File: src/rtl/vhfd_pkg.sv
package vhfd_pkg;

	// Depth of the item queue that sits between the parser and the output stage.
	localparam int QUEUE_DEPTH = 4;

	localparam int SIZE_W   = 23;
	localparam int OPCODE_W = 16;
	localparam int BYTE_W   = 8;

	typedef enum logic [2:0] {
		PH_SIZE0 = 3'd0,
		PH_SIZE1 = 3'd1,
		PH_SIZE2 = 3'd2,
		PH_OPLO  = 3'd3,
		PH_OPHI  = 3'd4,
		PH_DATA  = 3'd5,
		PH_HALT  = 3'd6
	} phase_t;

	typedef enum logic [1:0] {
		KIND_HEADER = 2'd0,
		KIND_DATA   = 2'd1,
		KIND_ERROR  = 2'd2
	} kind_t;

	// One classified item as it travels from the parser to the output stage.
	typedef struct packed {
		kind_t                 kind;
		logic [OPCODE_W-1:0]   opcode;
		logic [SIZE_W-1:0]     size;
		logic [BYTE_W-1:0]     data;
		logic                  last;
	} rec_t;

endpackage

File: src/rtl/vhfd_front.sv
module vhfd_front (
	input  logic                          clk,
	input  logic                          arst_n,
	input  logic                          accept,
	input  logic [vhfd_pkg::BYTE_W-1:0]   rx_byte,
	output logic                          rec_valid,
	output vhfd_pkg::rec_t                rec
);

	vhfd_pkg::phase_t phase_q;
	vhfd_pkg::phase_t phase_d;

	logic                          long_q;
	logic [vhfd_pkg::SIZE_W-1:0]   size_q;
	logic [vhfd_pkg::BYTE_W-1:0]   oplo_q;
	logic [vhfd_pkg::SIZE_W-1:0]   rem_q;

	logic [vhfd_pkg::SIZE_W-1:0]   size_shift;
	logic                          size_low;
	logic                          hdr_last;
	logic                          data_last;

	// The first size byte holds at most 7 bits, so shifting in a byte never overflows.
	assign size_shift = {size_q[vhfd_pkg::SIZE_W-9:0], rx_byte};
	assign size_low   = (size_shift < vhfd_pkg::SIZE_W'(2));
	assign hdr_last   = (size_q == vhfd_pkg::SIZE_W'(2));
	assign data_last  = (rem_q == vhfd_pkg::SIZE_W'(1));

	always_comb begin
		phase_d = phase_q;
		if (accept) begin
			unique case (phase_q)
				vhfd_pkg::PH_SIZE0: phase_d = vhfd_pkg::PH_SIZE1;
				vhfd_pkg::PH_SIZE1: begin
					if (long_q) begin
						phase_d = vhfd_pkg::PH_SIZE2;
					end else if (size_low) begin
						phase_d = vhfd_pkg::PH_HALT;
					end else begin
						phase_d = vhfd_pkg::PH_OPLO;
					end
				end
				vhfd_pkg::PH_SIZE2: begin
					phase_d = size_low ? vhfd_pkg::PH_HALT : vhfd_pkg::PH_OPLO;
				end
				vhfd_pkg::PH_OPLO: phase_d = vhfd_pkg::PH_OPHI;
				vhfd_pkg::PH_OPHI: begin
					phase_d = hdr_last ? vhfd_pkg::PH_SIZE0 : vhfd_pkg::PH_DATA;
				end
				vhfd_pkg::PH_DATA: begin
					phase_d = data_last ? vhfd_pkg::PH_SIZE0 : vhfd_pkg::PH_DATA;
				end
				default: phase_d = vhfd_pkg::PH_HALT;
			endcase
		end
	end

	always_comb begin
		rec_valid  = 1'b0;
		rec.kind   = vhfd_pkg::KIND_DATA;
		rec.opcode = {rx_byte, oplo_q};
		rec.size   = size_q;
		rec.data   = rx_byte;
		rec.last   = 1'b0;
		unique case (phase_q)
			vhfd_pkg::PH_SIZE1: begin
				rec_valid = accept & ~long_q & size_low;
				rec.kind  = vhfd_pkg::KIND_ERROR;
				rec.size  = size_shift;
				rec.last  = 1'b1;
			end
			vhfd_pkg::PH_SIZE2: begin
				rec_valid = accept & size_low;
				rec.kind  = vhfd_pkg::KIND_ERROR;
				rec.size  = size_shift;
				rec.last  = 1'b1;
			end
			vhfd_pkg::PH_OPHI: begin
				rec_valid = accept;
				rec.kind  = vhfd_pkg::KIND_HEADER;
				rec.last  = hdr_last;
			end
			vhfd_pkg::PH_DATA: begin
				rec_valid = accept;
				rec.kind  = vhfd_pkg::KIND_DATA;
				rec.last  = data_last;
			end
			default: rec_valid = 1'b0;
		endcase
	end

	always_ff @(posedge clk or negedge arst_n) begin
		if (!arst_n) begin
			phase_q <= vhfd_pkg::PH_SIZE0;
		end else begin
			phase_q <= phase_d;
		end
	end

	// Field registers are always written before they are read within a frame.
	always_ff @(posedge clk) begin
		if (accept) begin
			unique case (phase_q)
				vhfd_pkg::PH_SIZE0: begin
					long_q <= rx_byte[7];
					size_q <= {{(vhfd_pkg::SIZE_W-7){1'b0}}, rx_byte[6:0]};
				end
				vhfd_pkg::PH_SIZE1: size_q <= size_shift;
				vhfd_pkg::PH_SIZE2: size_q <= size_shift;
				vhfd_pkg::PH_OPLO:  oplo_q <= rx_byte;
				vhfd_pkg::PH_OPHI:  rem_q  <= size_q - vhfd_pkg::SIZE_W'(2);
				vhfd_pkg::PH_DATA:  rem_q  <= rem_q - vhfd_pkg::SIZE_W'(1);
				default: ;
			endcase
		end
	end

endmodule

File: src/rtl/vhfd_fifo.sv
module vhfd_fifo #(
	parameter int DEPTH = vhfd_pkg::QUEUE_DEPTH
) (
	input  logic              clk,
	input  logic              arst_n,
	input  logic              push,
	input  vhfd_pkg::rec_t    push_rec,
	output logic              full,
	input  logic              pop,
	output vhfd_pkg::rec_t    pop_rec,
	output logic              empty
);

	localparam int PTR_W = (DEPTH > 1) ? $clog2(DEPTH) : 1;
	localparam int CNT_W = $clog2(DEPTH + 1);

	vhfd_pkg::rec_t    entry_q [DEPTH];
	logic [PTR_W-1:0]  wr_ptr_q;
	logic [PTR_W-1:0]  rd_ptr_q;
	logic [CNT_W-1:0]  count_q;
	logic              do_push;
	logic              do_pop;

	assign full    = (count_q == CNT_W'(DEPTH));
	assign empty   = (count_q == '0);
	assign do_push = push & ~full;
	assign do_pop  = pop & ~empty;
	assign pop_rec = entry_q[rd_ptr_q];

	always_ff @(posedge clk or negedge arst_n) begin
		if (!arst_n) begin
			wr_ptr_q <= '0;
			rd_ptr_q <= '0;
			count_q  <= '0;
		end else begin
			if (do_push) begin
				wr_ptr_q <= (wr_ptr_q == PTR_W'(DEPTH-1)) ? '0 : wr_ptr_q + PTR_W'(1);
			end
			if (do_pop) begin
				rd_ptr_q <= (rd_ptr_q == PTR_W'(DEPTH-1)) ? '0 : rd_ptr_q + PTR_W'(1);
			end
			if (do_push && !do_pop) begin
				count_q <= count_q + CNT_W'(1);
			end else if (do_pop && !do_push) begin
				count_q <= count_q - CNT_W'(1);
			end
		end
	end

	always_ff @(posedge clk) begin
		if (do_push) begin
			entry_q[wr_ptr_q] <= push_rec;
		end
	end

endmodule

File: src/rtl/vhfd_back.sv
module vhfd_back (
	input  logic                            clk,
	input  logic                            arst_n,
	input  logic                            in_empty,
	input  vhfd_pkg::rec_t                  in_rec,
	output logic                            in_pop,
	output logic                            empty,
	input  logic                            pop,
	output logic [1:0]                      kind,
	output logic [vhfd_pkg::OPCODE_W-1:0]   frame_opcode,
	output logic [vhfd_pkg::SIZE_W-1:0]     frame_body_size,
	output logic [vhfd_pkg::BYTE_W-1:0]     data_byte,
	output logic                            frame_last
);

	logic             out_valid_q;
	vhfd_pkg::rec_t   out_q;
	vhfd_pkg::rec_t   fmt;

	// Fields that do not belong to an item's kind are shown as zero.
	always_comb begin
		fmt      = in_rec;
		fmt.opcode = (in_rec.kind == vhfd_pkg::KIND_HEADER) ? in_rec.opcode : '0;
		fmt.size   = (in_rec.kind == vhfd_pkg::KIND_DATA) ? '0 : in_rec.size;
		fmt.data   = (in_rec.kind == vhfd_pkg::KIND_DATA) ? in_rec.data : '0;
	end

	assign in_pop = ~in_empty & (~out_valid_q | pop);
	assign empty  = ~out_valid_q;

	assign kind            = out_q.kind;
	assign frame_opcode    = out_q.opcode;
	assign frame_body_size = out_q.size;
	assign data_byte       = out_q.data;
	assign frame_last      = out_q.last;

	always_ff @(posedge clk or negedge arst_n) begin
		if (!arst_n) begin
			out_valid_q <= 1'b0;
		end else if (in_pop) begin
			out_valid_q <= 1'b1;
		end else if (pop) begin
			out_valid_q <= 1'b0;
		end
	end

	always_ff @(posedge clk) begin
		if (in_pop) begin
			out_q <= fmt;
		end
	end

endmodule

File: src/rtl/variable_header_frame_deframer.sv
// Splits a received byte stream into length-prefixed frames, one byte per clock. A frame starts
// with a big-endian body size of two bytes (15 bits), or of three bytes (23 bits) when bit 7 of
// the first byte is set, then a little-endian 16-bit opcode and body size minus two payload
// bytes. One header item (opcode and body size) comes out when the opcode is complete, then one
// item per payload byte; frame_last marks the final item of a frame. A body size below two gives
// an error item, after which every byte is taken and dropped until reset. The parser takes one
// byte in every cycle in which full is low; an item is registered in the queue and then in the
// output register before it reaches the outputs, and full rises only when the QUEUE_DEPTH-entry
// queue and the output register are both occupied because pop is held low.
module variable_header_frame_deframer #(
	parameter int QUEUE_DEPTH = vhfd_pkg::QUEUE_DEPTH
) (
	input  logic                            clk,
	input  logic                            arst_n,
	input  logic                            push,
	output logic                            full,
	input  logic [vhfd_pkg::BYTE_W-1:0]     rx_byte,
	output logic                            empty,
	input  logic                            pop,
	output logic [1:0]                      kind,
	output logic [vhfd_pkg::OPCODE_W-1:0]   frame_opcode,
	output logic [vhfd_pkg::SIZE_W-1:0]     frame_body_size,
	output logic [vhfd_pkg::BYTE_W-1:0]     data_byte,
	output logic                            frame_last
);

	logic             accept;
	logic             rec_valid;
	vhfd_pkg::rec_t   rec;
	logic             q_empty;
	logic             q_pop;
	vhfd_pkg::rec_t   q_rec;

	assign accept = push & ~full;

	vhfd_front u_front (
		.clk       (clk),
		.arst_n    (arst_n),
		.accept    (accept),
		.rx_byte   (rx_byte),
		.rec_valid (rec_valid),
		.rec       (rec)
	);

	vhfd_fifo #(
		.DEPTH (QUEUE_DEPTH)
	) u_fifo (
		.clk      (clk),
		.arst_n   (arst_n),
		.push     (rec_valid),
		.push_rec (rec),
		.full     (full),
		.pop      (q_pop),
		.pop_rec  (q_rec),
		.empty    (q_empty)
	);

	vhfd_back u_back (
		.clk             (clk),
		.arst_n          (arst_n),
		.in_empty        (q_empty),
		.in_rec          (q_rec),
		.in_pop          (q_pop),
		.empty           (empty),
		.pop             (pop),
		.kind            (kind),
		.frame_opcode    (frame_opcode),
		.frame_body_size (frame_body_size),
		.data_byte       (data_byte),
		.frame_last      (frame_last)
	);

endmodule
File: config.mk
export PLATFORM = sky130hd
export DESIGN_NAME = variable_header_frame_deframer
export DESIGN_NICKNAME = d
export VERILOG_FILES = /design/src/rtl/vhfd_pkg.sv /design/src/rtl/vhfd_front.sv /design/src/rtl/vhfd_fifo.sv /design/src/rtl/vhfd_back.sv /design/src/rtl/variable_header_frame_deframer.sv
export SDC_FILE = /design/constraint.sdc
export NUM_CORES = 1
export LEC_CHECK = 0
export ABC_AREA = 1
export BUFFER_PORTS_ARGS = -buffer_cell sky130_fd_sc_hd__buf_2
export CORE_ASPECT_RATIO = 1.1
export CORE_UTILIZATION = 30
export CTS_CLUSTER_SIZE = 30
export DETAILED_ROUTE_END_ITERATION = 12
export PLACE_DENSITY_LB_ADDON = 0.25
export RECOVER_POWER = 100
export SLEW_MARGIN = 20
export SYNTH_ARGS = -nofsm -noshare
export SYNTH_HDL_FRONTEND = slang
export SYNTH_SLANG_ARGS = --single-unit
File: constraint.sdc
create_clock -name clk -period 5.7 [get_ports clk]
set_input_delay 1.71 -clock clk [delete_from_list [all_inputs] [get_ports clk]]
set_output_delay 1.71 -clock clk [all_outputs]
set_load 0.05 [all_outputs]
; After elaboration in Yosys (flattened, before gate mapping)
; Memory sizes are Yosys's and may differ from the RTL's.
; Cells that the tools add are included.
[word_totals]
regBits = 116
ramBits = 200
input_bits = 12
output_inout_bits = 52
wordCells = 81
mem_count = 1
[op_classes]
add_sub_neg = 6
magnitude_cmp = 1
n_eq_ne = 11
muxes = 19
bitwise = 12
reduce_logical = 17
[mem_list]
columns = name, words, width, read_ports, rd_clocked_by_memory_dff, wr, line_no
row1 = u_fifo.entry_q, 4, 50, 1, 0, 1, vhfd_fifo.sv:17  ; vhfd_pkg::rec_t entry_q [DEPTH];
[op_table]
columns = op, n
row1 = $pmux W23 S2, 2
row2 = $eq A23 B1 Y1 const B, 1
row3 = $eq A23 B2 Y1 const B, 1
row4 = $lt A23 B2 Y1 const B, 1
row5 = $mux W23, 1
row6 = $sub A23 B1 Y23 const B, 1
row7 = $sub A23 B2 Y23 const B, 1
row8 = $mux W3, 6
row9 = $pmux W3 S6, 1
row10 = $eq A3 B3 Y1 const B, 3
row11 = $reduce_and A2 Y1, 4
row12 = $reduce_bool A2 Y1, 4
row13 = $and A1 B1 Y1, 7
row14 = $eq A3 B2 Y1 const B, 2
row15 = $logic_not A3 Y1, 2
row16 = $pmux W1 S3, 2
row17 = $add A2 B1 Y2 const B, 2
row18 = $eq A2 B2 Y1 const B, 2
row19 = $mux W1, 4
row20 = $mux W2, 2
row21 = $not A1 Y1, 4
row22 = $pmux W2 S2, 1
row23 = $reduce_or A2 Y1, 2
row24 = $add A3 B1 Y3 const B, 1
row25 = 7 further kinds, 9

; Logic depth before layout (Yosys ltp)
[depth]
ltp_word = 11
depth_mapped = 13
ltp_nobuf = 13

; By module
; A second synthesis with hierarchy kept.
[unflattened]
cells_unflattened = 1264
hier_area_um2 = 14099.8
[by_module_without_submodules]
columns = module, n_inst, cells_per_inst, area_each_um2, seq_area_each_um2
row1 = vhfd_fifo, 1, 644, 8336.7, 6180.9
row2 = vhfd_front, 1, 459, 3734.8, 1726.7
row3 = vhfd_back, 1, 159, 2018.2, 1526.5
row4 = variable_header_frame_deframer, 1, 2, 10.0, 0.0

; Worst setup path before layout
; No wires, ideal clock.
[synth_path]
kind = input-to-reg
startpoint = input push
endpoint = memory u_fifo.entry_q[0][0] (netlist bit) (enable)
setup_ns = 0.441
arrival_ns = 5.781
required_time_ns = 5.259
path_slack_ns = -0.523
path_stages = 6
path_buffers = 0
cell_sequence = nand2_1 > nor3_1 > inv_1 > nand2_1 > inv_1 > nor2_1
[synth_between]
elab_chain_len = 7
elab_cells_between_ends = 8
[synth_rtl]
columns = element, line_no
row1 = start: declaration, variable_header_frame_deframer.sv:15  ; input logic push,
row2 = $and A1 B1 Y1 (*), variable_header_frame_deframer.sv:34  ; assign accept = push & ~full;
row3 = $and A1 B1 Y1 (2 in series), vhfd_front.sv:67  ; rec_valid = accept & ~long_q & size_low;
row4 = $pmux W1 S3 (*), vhfd_front.sv:65  ; unique case (phase_q)
row5 = $and A1 B1 Y1 (*), vhfd_fifo.sv:26  ; assign do_push = push & ~full;
row6 = named net u_fifo.do_push, vhfd_fifo.sv:21  ; logic do_push;
row7 = $mux W1 (*), vhfd_fifo.sv:51  ; if (do_push) begin
row8 = $mux W1 (implied by the code) (*), vhfd_fifo.sv:52  ; entry_q[wr_ptr_q] <= push_rec;
row9 = end: declaration, vhfd_fifo.sv:17
; The timed path passes the listed nets; every way through them passes the cells marked *.

; Worst setup path in the final report
[layout_path]
startpoint = input push
endpoint = memory u_fifo.entry_q[1][37] (netlist bit) (enable)
; The elaborated chain is that of the path after synthesis.

==> results.md <==
- Status: finished, violations left
- Violated checks: DRC, capacitance limit, slew limit
- Crit path arrival time: 4.75 ns
- Post-cts hold buffer count: 0
- Fin crit period: 4.50 ns
- Synth Area in Simple Gates: 0.140
- Max Cap Viol: 3
- Skew-Pair Late Insertion Delay: approximately 0.56 ns
- Cell internal pwr: 0.00493 W
- Multi-input logic area: 3110 µm²
- Largest net degree at the start of global routing: 87
- Final worst path period share: 0.789
- Part of the power in the clock network: 0.237
- Die Y: 212 µm
- Post-layout net count: 1131
- Slowest-stage cell, CP: clkbuf_1
- Initial antenna violation count: 0
- Vias in the first global route: between 7000 and 8000
- Pwr Density: 599 nW/µm²
- Largest family of logic cells by synthesized area: simple AND/OR/NAND/NOR gates
- DR iter-0 viols: between 700 and 800
- RD Place Congestion: 0.816
- GR Util All Layers: 0.138
- Finish-stage setup viols: 0
- Comb power frac: 0.357
- Placed cell area: 12900 µm²
- Full die area: 40800 µm²
- Inserted Clock Buffers: 29
- Ports: 64
- Reg area: about 8500 µm²
- Slew HR: -0.956
- Hold Fails Final Rpt: 0
- Cell Chain, Critical Path: buf_2 > nand2_1 > nor3_1 > clkbuf_1 > inv_1 > nand2_1 > inv_1 > nor2_4 > buf_4
- # fillers: between 3000 and 4000
- Seq pwr share: 0.406
- Crit Path Class: primary input to flip-flop
- Setup Buffers After CTS: 0
- CTS tree: done
- Die X: a little under 200 µm
- Peak supply drop: 0.242 mV
- Cells after synthesis: 1038
- RSZ-0062 raised after global routing: no
- Area delta synth->final: 14.9%
- Worst Tran Pin Value: 2.93 ns
- Congestion Overflow GR: 0
- Setup TNS: 0 ns
- # clock sinks: 284
- N_diodes: 0
- Vias per inst: roughly 4.7
- Max Fclk: 0.222 GHz
- DRT Pass-1 Iters: 9
- Avg Cell Area, Syn: roughly 12 µm²
- Register area share after synthesis: 0.707
- Net switching power: about 0.0033 W
- Final ANT Viol Nets: 0
- Net Sw Frac: 0.403
- Fin area: about 14000 µm²
- Rows: 76
- Max-slew violation count: 130
- Warnings from Yosys: 0
- Count of cells resized by post-cts repair: 0
- Post-Synth XOR/XNOR Area: 0.0131
- Post-route DRC: 7
- Worst stage delay on the critical path: between 1 and 1.5 ns
- Detailed Place HPWL: 17200 µm
- Synth Area in Compound Gates: 0.0910
- CP required: 5.95 ns
- Global-route wire length before repair: 43400 µm
- Layout Utilization: 0.351
- Core area: between 30000 and 40000 µm²
- Clock Path Buffers: 3
- Count of cell types in the netlist: 33
- Share of cells above drive strength 1: 0.0602
- Root buffer cell: clkbuf_16
- Drt wl/cell: 16.8 µm
- Syn nets: between 1000 and 1500
- CP Capture Type: flip-flop
- Post-synthesis adder-cell area fraction: 0.0121
- #FFs+latches synth: 284
- Hold Crit Class: flip-flop to flip-flop
- Multiplexer share of the synthesized area: 0
- # H-tree levels: 1
- Lkg Pwr: 4.80 nW
- Clock skew: 0.00951 ns
- Starting density of the core: 0.305
- CP max FO: 24
- Cell Area, Synth: 12000 µm²
- Via count: 7697
- # port buffers: 63
- Routed wire length: 27500 µm
- Clock transition at the registers of the reported paths: roughly 0.060 ns
- Critical Path Start Type: primary input
[through the flow]
| stage | hold slack (ns) | std cells | worst slack (ns) | total power, W |
|---|---|---|---|---|
| floorplan | 0.459 | 1038 | -0.523 | 0.00551 |
| global placement | 0.506 | 1584 | 1.17 | 0.00640 |
| detailed placement | 0.519 | 1584 | 1.21 | 0.00644 |
| CTS | 0.532 | 1637 | 1.79 | 0.00841 |
| global route | 0.554 | 1637 | 0.827 | 0.00876 |
| finish | 0.532 | 1637 | 1.20 | 0.00826 |
[layout by cell type, fill, tap and decap left out, types with 11 or more instances in the layout]
master and count:
clkbuf_16 29, edfxtp_1 273, inv_1 66, nand2_1 133, nand3_1 39, clkbuf_1 70, buf_4 11, xor2_1 15
o21bai_1 18, nor2_1 230, o21ai_0 109, a21oi_1 50
[kinds of logic (layout without fill, tap and decap cells)]
logic type	Yosys count	count (layout)
adder cells (fa/ha/maj)	11	11
XOR/XNOR	18	18
flip-flops	284	284
AND/OR/NAND/NOR	424	424
AO/OA/AOI/OAI	194	194
buffers and inverters	107	199
[power groups by stage]
stage | Clock [W] | Sequential (W) | Combinational (W)
floorplan | 0 | 0.00398 | 0.00153
global placement | 0 | 0.00337 | 0.00303
detailed placement | 0 | 0.00337 | 0.00307
CTS | 0.00200 | 0.00334 | 0.00308
global route | 0.00208 | 0.00341 | 0.00327
finish | 0.00196 | 0.00335 | 0.00295
[synth_stat cells (all sizes together)]
master	n	area share
xor2	15	0.011
nor2	237	0.075
a31oi	2	0.0010
nand3	39	0.016
a32o	8	0.0067
a21oi	51	0.022
edfxtp	273	0.68
o21ai	109	0.046
o22ai	2	0.0010
o21bai	18	0.011
fa	1	0.0017
nand2	133	0.042
nand4	5	0.0026
xnor2	3	0.0022
buf	23	0.011
a32oi	3	0.0028
dfrtp	11	0.023
ha	10	0.010
or2	2	0.0010
nor4	2	0.0010
inv	67	0.021
nor3	5	0.0021
and3	1	0.00052
clkbuf	17	0.0053
o221ai	1	0.00073
[registers in the layout (all words and copies together) (netlist names), 3 cells and up]
signal,flops
u_fifo.entry_q,168
u_back.frame_body_size,23
u_front.rem_q,23
u_front.size_q,23
u_back.frame_opcode,16
u_back.data_byte,8
u_front.oplo_q,8
u_fifo.count_q,3
u_front.phase_q,3
[metal layers]
layer  vias up  wire (µm)  track usage
met3        34        998       0.0154
met5         -          0            0
met2       133      13100        0.224
li1       3764          -            -
met1      3766      12900        0.195
met4         0        500       0.0372
[critical path, delay by kind of cell]
family	cells	cell delay, ns
buffers and inverters	5	1.84
and+or+nand+nor	4	1.18
[area by class of cell]
type | count | area share
clock inverters | 20 | 0.0165
inverters | 67 | 0.0183
flip-flops and latches | 284 | 0.615
well taps | 507 | 0.0460
repair buffers | 79 | 0.0247
clock buffers | 33 | 0.0538
multi-input cells | 647 | 0.226
[path summary, 6_finish.rpt]
path	startpoint	slack, ns	cells past startpoint	end
hold / removal	u_front.phase_q[2]	0.53	2	u_front.phase_q[2]
setup reg to reg	u_fifo.rd_ptr_q[1]	1.25	7	u_back.frame_opcode[7]
max in group asynchronous	arst_n	4.07	1	u_fifo.rd_ptr_q[0]
setup / recovery	push	1.20	9	u_fifo.entry_q[1][37]
min in group asynchronous	arst_n	1.16	1	u_back.out_valid_q
hold reg to reg	u_front.phase_q[2]	0.53	2	u_front.phase_q[2]
No activity file was read; power rests on OpenSTA's default activity.
